$ cat config.mk
export PLATFORM = sky130hd
export DESIGN_NAME = send_history_rate_limiter
export DESIGN_NICKNAME = d
export VERILOG_FILES = /design/src/rtl/shrl_pkg.sv /design/src/rtl/shrl_cell.sv /design/src/rtl/shrl_divider.sv /design/src/rtl/send_history_rate_limiter.sv
export SDC_FILE = /design/constraint.sdc
export NUM_CORES = 2
export LEC_CHECK = 0
export ABC_AREA = 1
export BUFFER_PORTS_ARGS = -buffer_cell sky130_fd_sc_hd__buf_2
export CAP_MARGIN = 20
export CORE_MARGIN = 3
export CORE_UTILIZATION = 60
export CTS_BUF_LIST = sky130_fd_sc_hd__clkbuf_8
export DETAILED_ROUTE_END_ITERATION = 12
export HOLD_SLACK_MARGIN = 0.05
export PLACE_DENSITY = 0.77
export RECOVER_POWER = 50
export SYNTH_ARGS = -nofsm -noshare
export SYNTH_HDL_FRONTEND = slang
export SYNTH_HIERARCHICAL = 1
export SYNTH_SLANG_ARGS = --single-unit
$ cat constraint.sdc
create_clock -name aclk -period 14.3 [get_ports aclk]
set_input_delay 0.715 -clock aclk [delete_from_list [all_inputs] [get_ports aclk]]
set_output_delay 0.715 -clock aclk [all_outputs]
set_load 0.02 [all_outputs]
$ cat src/rtl/shrl_pkg.sv
// ----------------------------------------------------------------------------
// shrl_pkg - shared types and constants of the send history rate limiter
// Field widths, header overhead and the history entry record.
// ----------------------------------------------------------------------------
package shrl_pkg;

    localparam int HISTORY_DEPTH_DEF = 8;
    localparam int SIZE_W            = 17;   // stored packet size incl. header
    localparam int STAMP_W           = 32;   // time units
    localparam int BYTES_W           = 16;   // payload bytes of an item
    localparam int HEADER_BYTES      = 34;

    typedef struct packed {
        logic [SIZE_W-1:0]  size;
        logic [STAMP_W-1:0] stamp;
    } entry_t;

endpackage

$ cat src/rtl/shrl_cell.sv
// ----------------------------------------------------------------------------
// shrl_cell - one history slot of the send record chain
// Holds one size/stamp record and passes it on to the next cell on shift.
// ----------------------------------------------------------------------------
module shrl_cell
    import shrl_pkg::*;
(
    input  logic   aclk,
    input  logic   aresetn,
    input  logic   shift_en,
    input  entry_t entry_in,
    output entry_t entry_out
);

    entry_t entry_reg, entry_next;

    always_comb begin
        entry_next = shift_en ? entry_in : entry_reg;
    end

    // empty slot reads as size 0, stamp 0
    always_ff @(posedge aclk) begin
        if (!aresetn) begin
            entry_reg <= '0;
        end else begin
            entry_reg <= entry_next;
        end
    end

    assign entry_out = entry_reg;

endmodule

$ cat src/rtl/shrl_divider.sv
// ----------------------------------------------------------------------------
// shrl_divider - restoring serial divider
// One quotient bit per cycle; done pulses with the quotient valid.
// ----------------------------------------------------------------------------
module shrl_divider
    import shrl_pkg::*;
#(
    parameter int DIVIDEND_W = SIZE_W + 4
) (
    input  logic                  aclk,
    input  logic                  aresetn,
    input  logic                  start,
    input  logic [DIVIDEND_W-1:0] dividend,
    input  logic [STAMP_W-1:0]    divisor,
    output logic                  done,
    output logic [DIVIDEND_W-1:0] quotient
);

    localparam int CNT_W = $clog2(DIVIDEND_W + 1);

    logic [STAMP_W-1:0]    rem_reg, rem_next;
    logic [DIVIDEND_W-1:0] quo_reg, quo_next;
    logic [STAMP_W-1:0]    divisor_reg, divisor_next;
    logic [CNT_W-1:0]      cnt_reg, cnt_next;
    logic                  busy_reg, busy_next;
    logic                  done_reg, done_next;
    logic [STAMP_W:0]      shifted;
    logic                  fits;

    always_comb begin
        shifted      = {rem_reg, quo_reg[DIVIDEND_W-1]};
        fits         = (shifted >= {1'b0, divisor_reg});
        rem_next     = rem_reg;
        quo_next     = quo_reg;
        divisor_next = divisor_reg;
        cnt_next     = cnt_reg;
        busy_next    = busy_reg;
        done_next    = 1'b0;
        if (start) begin
            rem_next     = '0;
            quo_next     = dividend;
            divisor_next = divisor;
            cnt_next     = CNT_W'(DIVIDEND_W);
            busy_next    = 1'b1;
        end else if (busy_reg) begin
            // remainder stays below the divisor, so 32 bits hold it
            if (fits) begin
                rem_next = STAMP_W'(shifted - {1'b0, divisor_reg});
            end else begin
                rem_next = shifted[STAMP_W-1:0];
            end
            quo_next = {quo_reg[DIVIDEND_W-2:0], fits};
            cnt_next = cnt_reg - 1'b1;
            if (cnt_reg == CNT_W'(1)) begin
                busy_next = 1'b0;
                done_next = 1'b1;
            end
        end
    end

    always_ff @(posedge aclk) begin
        if (!aresetn) begin
            busy_reg <= 1'b0;
            done_reg <= 1'b0;
            cnt_reg  <= '0;
        end else begin
            busy_reg <= busy_next;
            done_reg <= done_next;
            cnt_reg  <= cnt_next;
        end
    end

    always_ff @(posedge aclk) begin
        rem_reg     <= rem_next;
        quo_reg     <= quo_next;
        divisor_reg <= divisor_next;
    end

    assign done     = done_reg;
    assign quotient = quo_reg;

endmodule

$ cat src/rtl/send_history_rate_limiter.sv
// ----------------------------------------------------------------------------
// send_history_rate_limiter - sliding window send permission check
// Keeps the last HISTORY_DEPTH sent-packet records and answers, per item,
// whether a packet may be sent at the given time.
// ----------------------------------------------------------------------------
// The block takes one item at a time. A record item (cmd = 1) pushes its
// packet size plus a 34-byte header and its time into the history chain,
// dropping the oldest record; query and record items then get one send_ok
// item. With min_interval and max_rate both zero the answer comes right
// away. Otherwise the chain is rotated once through its HISTORY_DEPTH
// cells to gather total bytes and the oldest and newest nonzero times,
// followed by a check state; if the rate check is needed, a serial
// divider works out one quotient bit per cycle over the byte total
// (17 + clog2(HISTORY_DEPTH + 1) bits). The next item is accepted only
// once the answer to the last one is loaded into the output register.
// A new item is taken while the previous answer still waits on m_tready.
// Registers: min_interval at 0x0, max_rate at 0x4, to be written only
// while idle; the user must ensure this, the block does not enforce it.
// ----------------------------------------------------------------------------
module send_history_rate_limiter
    import shrl_pkg::*;
#(
    parameter int HISTORY_DEPTH = HISTORY_DEPTH_DEF
) (
    input  logic        aclk,
    input  logic        aresetn,
    // input items
    input  logic        s_tvalid,
    output logic        s_tready,
    input  logic [47:0] s_tdata,   // [31:0] now, [47:32] packet_bytes
    input  logic        s_tuser,   // [0] cmd
    // result items
    output logic        m_tvalid,
    input  logic        m_tready,
    output logic [7:0]  m_tdata,   // [0] send_ok, [7:1] zero
    // configuration
    input  logic        psel,
    input  logic        penable,
    input  logic        pwrite,
    input  logic [2:0]  paddr,
    input  logic [31:0] pwdata,
    output logic [31:0] prdata,
    output logic        pready
);

    localparam int TOTAL_W = SIZE_W + $clog2(HISTORY_DEPTH + 1);
    localparam int CNT_W   = (HISTORY_DEPTH > 1) ? $clog2(HISTORY_DEPTH) : 1;

    localparam logic [2:0] ST_IDLE  = 3'd0;
    localparam logic [2:0] ST_SCAN  = 3'd1;
    localparam logic [2:0] ST_CHECK = 3'd2;
    localparam logic [2:0] ST_DIV   = 3'd3;
    localparam logic [2:0] ST_DONE  = 3'd4;

    localparam logic REG_MIN_INTERVAL = 1'b0;
    localparam logic REG_MAX_RATE     = 1'b1;

    // ---------------- configuration ----------------
    logic [STAMP_W-1:0] min_interval_reg, max_rate_reg;
    logic               cfg_wr;

    assign pready = 1'b1;
    assign cfg_wr = psel & penable & pwrite & pready;

    always_ff @(posedge aclk) begin
        if (!aresetn) begin
            min_interval_reg <= '0;
            max_rate_reg     <= '0;
        end else if (cfg_wr) begin
            if (paddr[2] == REG_MIN_INTERVAL) begin
                min_interval_reg <= pwdata;
            end else begin
                max_rate_reg <= pwdata;
            end
        end
    end

    assign prdata = (paddr[2] == REG_MAX_RATE) ? max_rate_reg : min_interval_reg;

    // ---------------- sequencer registers ----------------
    logic [2:0]         state_reg, state_next;
    logic [CNT_W-1:0]   cnt_reg, cnt_next;
    logic [STAMP_W-1:0] now_reg, now_next;
    logic [TOTAL_W-1:0] total_reg, total_next;
    logic [STAMP_W-1:0] oldest_reg, oldest_next;
    logic [STAMP_W-1:0] newest_reg, newest_next;
    logic               result_reg, result_next;
    logic               m_valid_reg, m_valid_next;
    logic               m_ok_reg, m_ok_next;

    logic               s_accept;
    logic               in_cmd;
    logic [STAMP_W-1:0] in_now;
    logic [BYTES_W-1:0] in_bytes;

    assign in_cmd   = s_tuser;
    assign in_now   = s_tdata[STAMP_W-1:0];
    assign in_bytes = s_tdata[STAMP_W +: BYTES_W];
    assign s_tready = (state_reg == ST_IDLE);
    assign s_accept = s_tvalid & s_tready;

    // ---------------- history chain ----------------
    // Record order does not matter to the answer, so the ring is a shift
    // chain: a record enters cell 0 and the oldest falls off the end.
    // A scan rotates the chain once, tail feeding back into cell 0.
    entry_t chain_out [HISTORY_DEPTH];
    entry_t chain_in  [HISTORY_DEPTH];
    entry_t new_entry;
    entry_t tail;
    logic   shift_en;
    logic   push;

    assign push     = s_accept & in_cmd;
    assign shift_en = push | (state_reg == ST_SCAN);
    assign tail     = chain_out[HISTORY_DEPTH-1];

    always_comb begin
        new_entry.size  = SIZE_W'({1'b0, in_bytes} + SIZE_W'(HEADER_BYTES));
        new_entry.stamp = in_now;
    end

    genvar gi;
    generate
        for (gi = 0; gi < HISTORY_DEPTH; gi++) begin : g_cell
            if (gi == 0) begin : g_head
                assign chain_in[gi] = push ? new_entry : tail;
            end else begin : g_body
                assign chain_in[gi] = chain_out[gi-1];
            end
            shrl_cell u_cell (
                .aclk      (aclk),
                .aresetn   (aresetn),
                .shift_en  (shift_en),
                .entry_in  (chain_in[gi]),
                .entry_out (chain_out[gi])
            );
        end
    endgenerate

    // ---------------- rate divider ----------------
    logic               div_start;
    logic               div_done;
    logic [TOTAL_W-1:0] div_quotient;
    logic [STAMP_W-1:0] elapsed;
    logic [STAMP_W-1:0] divisor;
    logic [STAMP_W-1:0] since_newest;

    // oldest never exceeds now, so the difference does not wrap
    assign elapsed      = now_reg - oldest_reg;
    assign divisor      = (elapsed == '0) ? STAMP_W'(1) : elapsed;
    assign since_newest = now_reg - newest_reg;

    shrl_divider #(
        .DIVIDEND_W (TOTAL_W)
    ) u_divider (
        .aclk     (aclk),
        .aresetn  (aresetn),
        .start    (div_start),
        .dividend (total_reg),
        .divisor  (divisor),
        .done     (div_done),
        .quotient (div_quotient)
    );

    // ---------------- control ----------------
    always_comb begin
        state_next   = state_reg;
        cnt_next     = cnt_reg;
        now_next     = now_reg;
        total_next   = total_reg;
        oldest_next  = oldest_reg;
        newest_next  = newest_reg;
        result_next  = result_reg;
        m_valid_next = m_valid_reg & ~m_tready;
        m_ok_next    = m_ok_reg;
        div_start    = 1'b0;

        case (state_reg)
            ST_IDLE: begin
                if (s_accept) begin
                    now_next    = in_now;
                    total_next  = '0;
                    oldest_next = in_now;
                    newest_next = '0;
                    cnt_next    = '0;
                    if (min_interval_reg == '0 && max_rate_reg == '0) begin
                        result_next = 1'b1;
                        state_next  = ST_DONE;
                    end else begin
                        state_next = ST_SCAN;
                    end
                end
            end
            ST_SCAN: begin
                // zero sizes add nothing; zero stamps mark empty slots
                total_next = total_reg + TOTAL_W'(tail.size);
                if (tail.stamp != '0) begin
                    if (tail.stamp < oldest_reg) begin
                        oldest_next = tail.stamp;
                    end
                    if (tail.stamp > newest_reg) begin
                        newest_next = tail.stamp;
                    end
                end
                cnt_next = cnt_reg + 1'b1;
                if (cnt_reg == CNT_W'(HISTORY_DEPTH - 1)) begin
                    state_next = ST_CHECK;
                end
            end
            ST_CHECK: begin
                if (since_newest < min_interval_reg) begin
                    result_next = 1'b0;
                    state_next  = ST_DONE;
                end else if (max_rate_reg == '0) begin
                    result_next = 1'b1;
                    state_next  = ST_DONE;
                end else begin
                    div_start  = 1'b1;
                    state_next = ST_DIV;
                end
            end
            ST_DIV: begin
                if (div_done) begin
                    result_next = (STAMP_W'(div_quotient) <= max_rate_reg);
                    state_next  = ST_DONE;
                end
            end
            ST_DONE: begin
                // wait for the output register to free up
                if (!m_valid_reg || m_tready) begin
                    m_valid_next = 1'b1;
                    m_ok_next    = result_reg;
                    state_next   = ST_IDLE;
                end
            end
            default: begin
                state_next = ST_IDLE;
            end
        endcase
    end

    always_ff @(posedge aclk) begin
        if (!aresetn) begin
            state_reg   <= ST_IDLE;
            cnt_reg     <= '0;
            m_valid_reg <= 1'b0;
        end else begin
            state_reg   <= state_next;
            cnt_reg     <= cnt_next;
            m_valid_reg <= m_valid_next;
        end
    end

    always_ff @(posedge aclk) begin
        now_reg    <= now_next;
        total_reg  <= total_next;
        oldest_reg <= oldest_next;
        newest_reg <= newest_next;
        result_reg <= result_next;
        m_ok_reg   <= m_ok_next;
    end

    assign m_tvalid = m_valid_reg;
    assign m_tdata  = {7'b0, m_ok_reg};

endmodule
* After elaboration in Yosys (flattened, before gate mapping)
Cells that the tools add are included.
** Word-level totals
- Flip-flop bits (word level) :: 674
- Input bits :: 91
- Output and inout port bits :: 43
- Logic and storage cells :: 135
** Cells by class
- Add/sub/neg operators :: 7
- Magnitude comparators :: 5
- Equality and inequality tests :: 15
- Mux-type cells :: 42
- Bitwise logic cells :: 10
- Reduce and logical (&&, ||, !) cells :: 22
** Operators by type and width (count)
- $mux W32 :: 8
- $pmux W32 S2 :: 2
- $logic_not A32 Y1 :: 3
- $sub A32 B32 Y32 :: 3
- $lt A32 B32 Y1 :: 2
- $mux W21 :: 3
- $mux W49 :: 1
- $pmux W21 S2 :: 1
- $ge A33 B32 Y1 :: 1
- $gt A32 B32 Y1 :: 1
- $le A21 B32 Y1 :: 1
- $reduce_bool A32 Y1 :: 1
- $mux W3 :: 8
- $add A21 B17 Y21 :: 1
- $add A16 B6 Y17 const B :: 1
- $pmux W3 S5 :: 1
- $mux W1 :: 14
- $ne A2 B1 Y1 const B :: 7
- $reduce_and A4 Y1 :: 3
- $mux W5 :: 2
- $reduce_and A2 Y1 :: 5
- $eq A3 B2 Y1 const B :: 2
- $eq A3 B3 Y1 const B :: 2
- $pmux W3 S2 :: 1
- 19 further kinds :: 27

* Longest topological paths before layout
- Depth after elaboration :: 5
- Gate-level depth with buffers :: 31
- Gate-level depth less buffers :: 29

* Hierarchy
Netlist, hierarchy kept.
** By module, submodules not included
- send_history_rate_limiter :: times used 1, cells each 2342, area an instance 16524.6 um^2, seq. area each 4994.8 um^2
- shrl_cell :: times used 8, cells each 310, area an instance 2005.7 um^2, seq. area each 980.9 um^2
- shrl_divider :: times used 1, cells each 948, area an instance 6461.2 um^2, seq. area each 2372.3 um^2

* Worst setup path after synthesis
Ideal clock, no wire load.
- Path kind :: reg-to-reg
- Start point :: register now_reg[0]
- End point :: register u_divider.quo_reg[0], in the netlist u_divider/quotient[0], enable pin
- Arrival :: 4.753 ns
- Required time :: 13.906 ns
- Path slack :: 9.153 ns
- Cell stages (with the launch flop) :: 24
- Clock period less this slack :: 5.147 ns
- Cell sequence :: edfxtp_1 -> inv_1 -> ha_1 -> inv_1 -> fa_1 -> a21oi_1 -> o21ai_1 -> a21o_1 -> a21o_1 -> nand2_1 -> nand2_1 -> ha_1 -> nand2_1 -> nor2_1 -> nand4_1 -> nor4_1 -> nand2_1 -> nand2_1 -> nand3_1 -> inv_1 -> clkbuf_1 -> nor2_1 -> inv_1 -> buf_1
** On the way
- Longest elaborated chain between the ends :: 5
** RTL lines
- start: declaration :: RTL line send_history_rate_limiter.sv:83 : logic [STAMP_W-1:0] now_reg, now_next;
- start signal: assignment :: RTL line send_history_rate_limiter.sv:255 : now_reg <= now_next;
- $sub A32 B32 Y32 :: RTL line send_history_rate_limiter.sv:151 : assign since_newest = now_reg - newest_reg;
- $lt A32 B32 Y1 :: RTL line send_history_rate_limiter.sv:211 : if (since_newest < min_interval_reg) begin
- $mux W1 :: RTL line send_history_rate_limiter.sv:211
- $mux W1 :: RTL line send_history_rate_limiter.sv:178 : case (state_reg)
- named net div_start :: RTL line send_history_rate_limiter.sv:141 : logic div_start;
- $reduce_bool A2 Y1 (no line)
- end signal: assignment :: RTL line shrl_divider.sv:75 : quo_reg <= quo_next;
- end: declaration :: RTL line shrl_divider.sv:22 : logic [DIVIDEND_W-1:0] quo_reg, quo_next;
The timed path passes the listed nets, and every way through them passes these cells.
A chain may end at the register's enable or synchronous reset.

==> run summary <==
The flow ran to the end, but the final reports show violations. The final reports fail on capacitance limit, slew limit. The number of detailed-routing iterations run before antenna repair came out at 6. The post-DP HPWL came out at 70.3 mm. The total of cells resized after clock tree synthesis came out at 0. In the detailed route, the total length drawn on met2 is 42.4 mm. In this run the register-to-register setup slack is around 5.7 ns. The clock network accounts for 16.6% of the total power.

Summing the areas of all compound-gate instances in the mapped netlist gives 7.61% of the synthesized area. The core box area is 0.0637 mm². Yosys printed 6 warnings.

In this run the worst path has a maximum fanout of 167. The min-delay analysis places its worst path in the category in2reg. The final-layout setup total negative slack is 0 ns. After detailed placement, the total cell area comes to between 0.03 and 0.04 mm². The routed length on met1 came out at 44.2 mm. The largest voltage drop on the vdd net is 340 µV. The fraction of layout cells with a size suffix above 1 came out at 5.97%. The endpoint required time on the critical path came out at 14.95 ns. For this design the static power due to leakage is 20.4 nW. The number of global-route vias before repair came out at 30100. The cell depth of the worst flop-to-flop path came out at 11. The post-layout utilization of the core is 65.6%. The effective utilization at floorplan is 61.3%.

The register with the most flip-flops in the layout has a little under 400 of them. The overall die area came out at approximately 0.07 mm². The amount of wire on met3 after detailed routing came out at 6.00 mm.

The global-route wire length before repair is 153 mm. Dividing the detail-routed via count by the number of cells gives 4.97. The worst hold path depth came out at 1.

The launch instance of the worst min-delay path is s_tdata[19]. In this run the number of H-tree levels came out at 3. The reg-to-reg critical path startpoint is state_reg[0].

The multiplexer share of the synthesized area came out at 0%. The worst register-to-register path ends at g_cell[1].u_cell/entry_out[20]. Dividing the final minimum period by the clock period gives 64.4%. After synthesis the netlist holds a flip-flop and latch count of about 670. The final wirelength came out at 95.5 mm. The worst setup path is launched from an input port. After synthesis, the largest family of logic cells by area is simple AND/OR/NAND/NOR gates. The DRC violation total after the first TritonRoute iteration came out at about 2800.

The post-synthesis share of cell area spent on xor and xnor gates came out at 1.35%. The switching component of the power came out at approximately 0.0047 W. TritonCTS built the clock tree.

The proportion of synthesized flip-flops having asynchronous set or reset came out at 0%. The worst hold path endpoint is now_reg[19]. The final instance area came out at 0.0418 mm². The signed area change from the synthesized netlist to the final layout came out at 7.03%. The I/O pin count came out at approximately 130. Setup repair after global routing left no endpoint under its margin. The highest metal layer carrying signal wires in the routed design is met5.

STA classifies the critical path endpoint as a flip-flop. Across the routed clock network, the largest skew measured is 0.0410 ns. The number of enable flip-flop cells after synthesis came out at 172.

The signal arrival time at the worst endpoint is 9.86 ns. For the finished layout, the period the worst path requires is approximately 9.2 ns. The number of max-slew violations in the final report is 718. The mean cell area of the mapped netlist is 6.76 µm².

The total of endpoints with negative setup slack in the final report is 0. The insertion delay to the later sink of the worst-skew pair came out at roughly 0.75 ns. The number of antenna violations at the first check in global routing is 12.

The cell count after placement is ~6600. Clock tree synthesis selected as its root buffer the cell clkbuf_8. The congestion estimate from routability-driven global placement came to 0.975. The final route contains 33600 vias. During placement, the flow inserted port buffers numbering 123. The number of standard cells after synthesis came out at 5770.

After Yosys synthesis, and, or, nand and nor cells account for 31.9% of the synthesized area. The die is approximately 260 µm tall. The achievable clock frequency came out at 109 MHz. The most used flip-flop cell after synthesis is dfxtp_1. The maximum clock path buffer count is 3. The clock-pin slew on the worst setup and hold paths came out at 0.06 ns. The die extent in x came out at 261 µm. The power density relative to cell area came out at 244 mW/mm². The fraction of power spent switching nets is between 40% and 50%. Measured against its own limit, the worst slew margin works out to -368%.

In this run, distinct cell masters in the synthesized netlist total 57. The cell row count is roughly 90. The sequential share of power is a little under a third. The share of the Yosys chip area taken by registers is 39.0%. The number of remaining DRC errors is 0. The total setup buffers inserted after CTS came out at 0. The internal power summed over all cells is 0.00553 W. The global router's overall resource usage is around 28%. Hold repair after CTS inserted 0 buffers.

Across the run, the number of max-cap violations was 10. The slew of the pin with the lowest slew margin is 7.02 ns. Clock tree synthesis found a total of 674 sinks. The relative contribution of combinational cells to total power came out at 51.9%.

The final-stage net count is 6149. The count of final hold-check violations came to 0. Summed over all layers, the global routing overflow is 0. The synthesized netlist devotes 7.61% of its cell area to adder and majority cells. The critical path class is in2reg. The number of buffers created by CTS came out at 111. The routed wire length per instance came out at between 10 and 15 µm. The cell area after technology mapping came out at 0.0390 mm². The filler-free cell count of the finished design is just under 7000. The pin count of the biggest net entering global routing came out at roughly 290. The remaining antenna violation count after routing came out at 0.
==> how the worst max path moves through the flow <==
stage / start / end / slack [ns] / cells past startpoint
final: aresetn / cnt_reg[1] / 5.09 / 4
after CTS: now_reg[19] / u_divider/quotient[0] / 8.96 / 22
after global routing: aresetn / m_tvalid / 4.36 / 4
after detailed placement: now_reg[19] / u_divider/quotient[0] / 9.00 / 22
after floorplan: now_reg[0] / u_divider/quotient[0] / 9.15 / 23
after global placement: now_reg[13] / u_divider/quotient[0] / 9.05 / 22
==> routing by layer <==
metal	GRT usage, %	vias to the layer above
met3	4.68	181
met2	44.5	838
met5	0	-
met4	9.12	2
li1	-	17800
met1	38.5	14900
==> through the flow <==
| stage | total power (W) | setup WS [ns] | hold slack (ns) |
|---|---|---|---|
| after floorplan | 0.00731 | 9.15 | 0.400 |
| after global placement | 0.00833 | 9.05 | 0.453 |
| after detailed placement | 0.00846 | 9.00 | 0.440 |
| after CTS | 0.0102 | 8.96 | 0.112 |
| after global routing | 0.0112 | 4.36 | 0.176 |
| final | 0.0102 | 5.09 | 0.199 |
==> area by class of cell <==
| type | instances | area, µm² |
|---|---|---|
| tap | 846 | 1060 |
| clock buffer | 132 | 1820 |
| antenna | 9 | 22.5 |
| multi-input combinational | 3921 | 18900 |
| fill | 5899 | 21900 |
| inverter | 974 | 3660 |
| clock inverter | 72 | 458 |
| sequential | 674 | 15200 |
| timing repair buffer | 141 | 661 |
==> power groups by stage <==
stage	Clock (W)	Sequential [W]	Combinational, W
3_3_place_gp	0	0.00322	0.00512
5_1_grt	0.00182	0.00329	0.00611
3_5_place_dp	0	0.00324	0.00522
2_1_floorplan	0	0.00310	0.00421
6_report	0.00170	0.00321	0.00530
4_1_cts	0.00174	0.00320	0.00525
==> cells in the final DEF (no fill, tap or decap), types with 8 or more instances in the layout <==
cell | Yosys | routed
a21o_1 | 9 | 9
a21oi_1 | 225 | 225
buf_2 | 87 | 55
buf_4 | 36 | 8
clkbuf_1 | 55 | 76
clkbuf_8 | 0 | 132
clkinv_1 | 6 | 11
clkinv_2 | 0 | 15
conb_1 | 2 | 8
dfxtp_1 | 502 | 502
diode_2 | 0 | 9
edfxtp_1 | 172 | 172
ha_1 | 231 | 231
inv_1 | 945 | 982
inv_2 | 23 | 24
nand2_1 | 1703 | 1712
nand2_2 | 44 | 35
nand3_1 | 138 | 141
nand3_2 | 12 | 10
nand3b_1 | 16 | 16
nand4_1 | 55 | 55
nor2_1 | 995 | 1000
nor2_2 | 31 | 26
nor2_4 | 8 | 8
nor3_1 | 18 | 18
nor4_1 | 16 | 16
o21a_1 | 14 | 14
o21ai_0 | 238 | 239
o21ai_1 | 23 | 23
xnor2_1 | 32 | 32
xor2_1 | 28 | 28
==> worst max-delay path, cell delays in order <==
cell and delay, ns:
clkbuf_1 4.79, clkbuf_1 2.97, inv_1 0.72, a21oi_1 0.34
==> synthesized netlist by cell type, types with 3 or more instances <==
library cell | n | area share, %
nand2_1 | 1703 | 16
nor2_1 | 995 | 9.6
inv_1 | 945 | 9.1
dfxtp_1 | 502 | 26
o21ai_0 | 238 | 3.1
ha_1 | 231 | 7.4
a21oi_1 | 225 | 2.9
edfxtp_1 | 172 | 13
nand3_1 | 138 | 1.8
buf_2 | 87 | 1.1
clkbuf_1 | 55 | 0.53
nand4_1 | 55 | 0.88
nand2_2 | 44 | 0.71
buf_4 | 36 | 0.69
xnor2_1 | 32 | 0.72
nor2_2 | 31 | 0.50
buf_6 | 28 | 0.81
xor2_1 | 28 | 0.63
inv_2 | 23 | 0.22
o21ai_1 | 23 | 0.29
nor3_1 | 18 | 0.23
nand3b_1 | 16 | 0.31
nor4_1 | 16 | 0.26
o21a_1 | 14 | 0.27
nand3_2 | 12 | 0.31
a21o_1 | 9 | 0.17
nor2_4 | 8 | 0.23
o21bai_1 | 7 | 0.13
a21oi_2 | 6 | 0.13
a31oi_1 | 6 | 0.096
and2_1 | 6 | 0.096
clkinv_1 | 6 | 0.058
o211ai_1 | 6 | 0.12
nor3_2 | 5 | 0.13
fa_1 | 4 | 0.21
o31ai_1 | 4 | 0.077
a211oi_1 | 3 | 0.058
a21boi_0 | 3 | 0.058
o221ai_1 | 3 | 0.067
==> cells by family after synthesis <==
group | Yosys count
AOI/OAI and AO/OA | 555
buffers and inverters | 1181
xor gates and xnor gates | 60
and+or+nand+nor | 3063
adders and majority gates | 235
other | 2
DFF | 674
No activity file was read; power rests on OpenSTA's default activity.
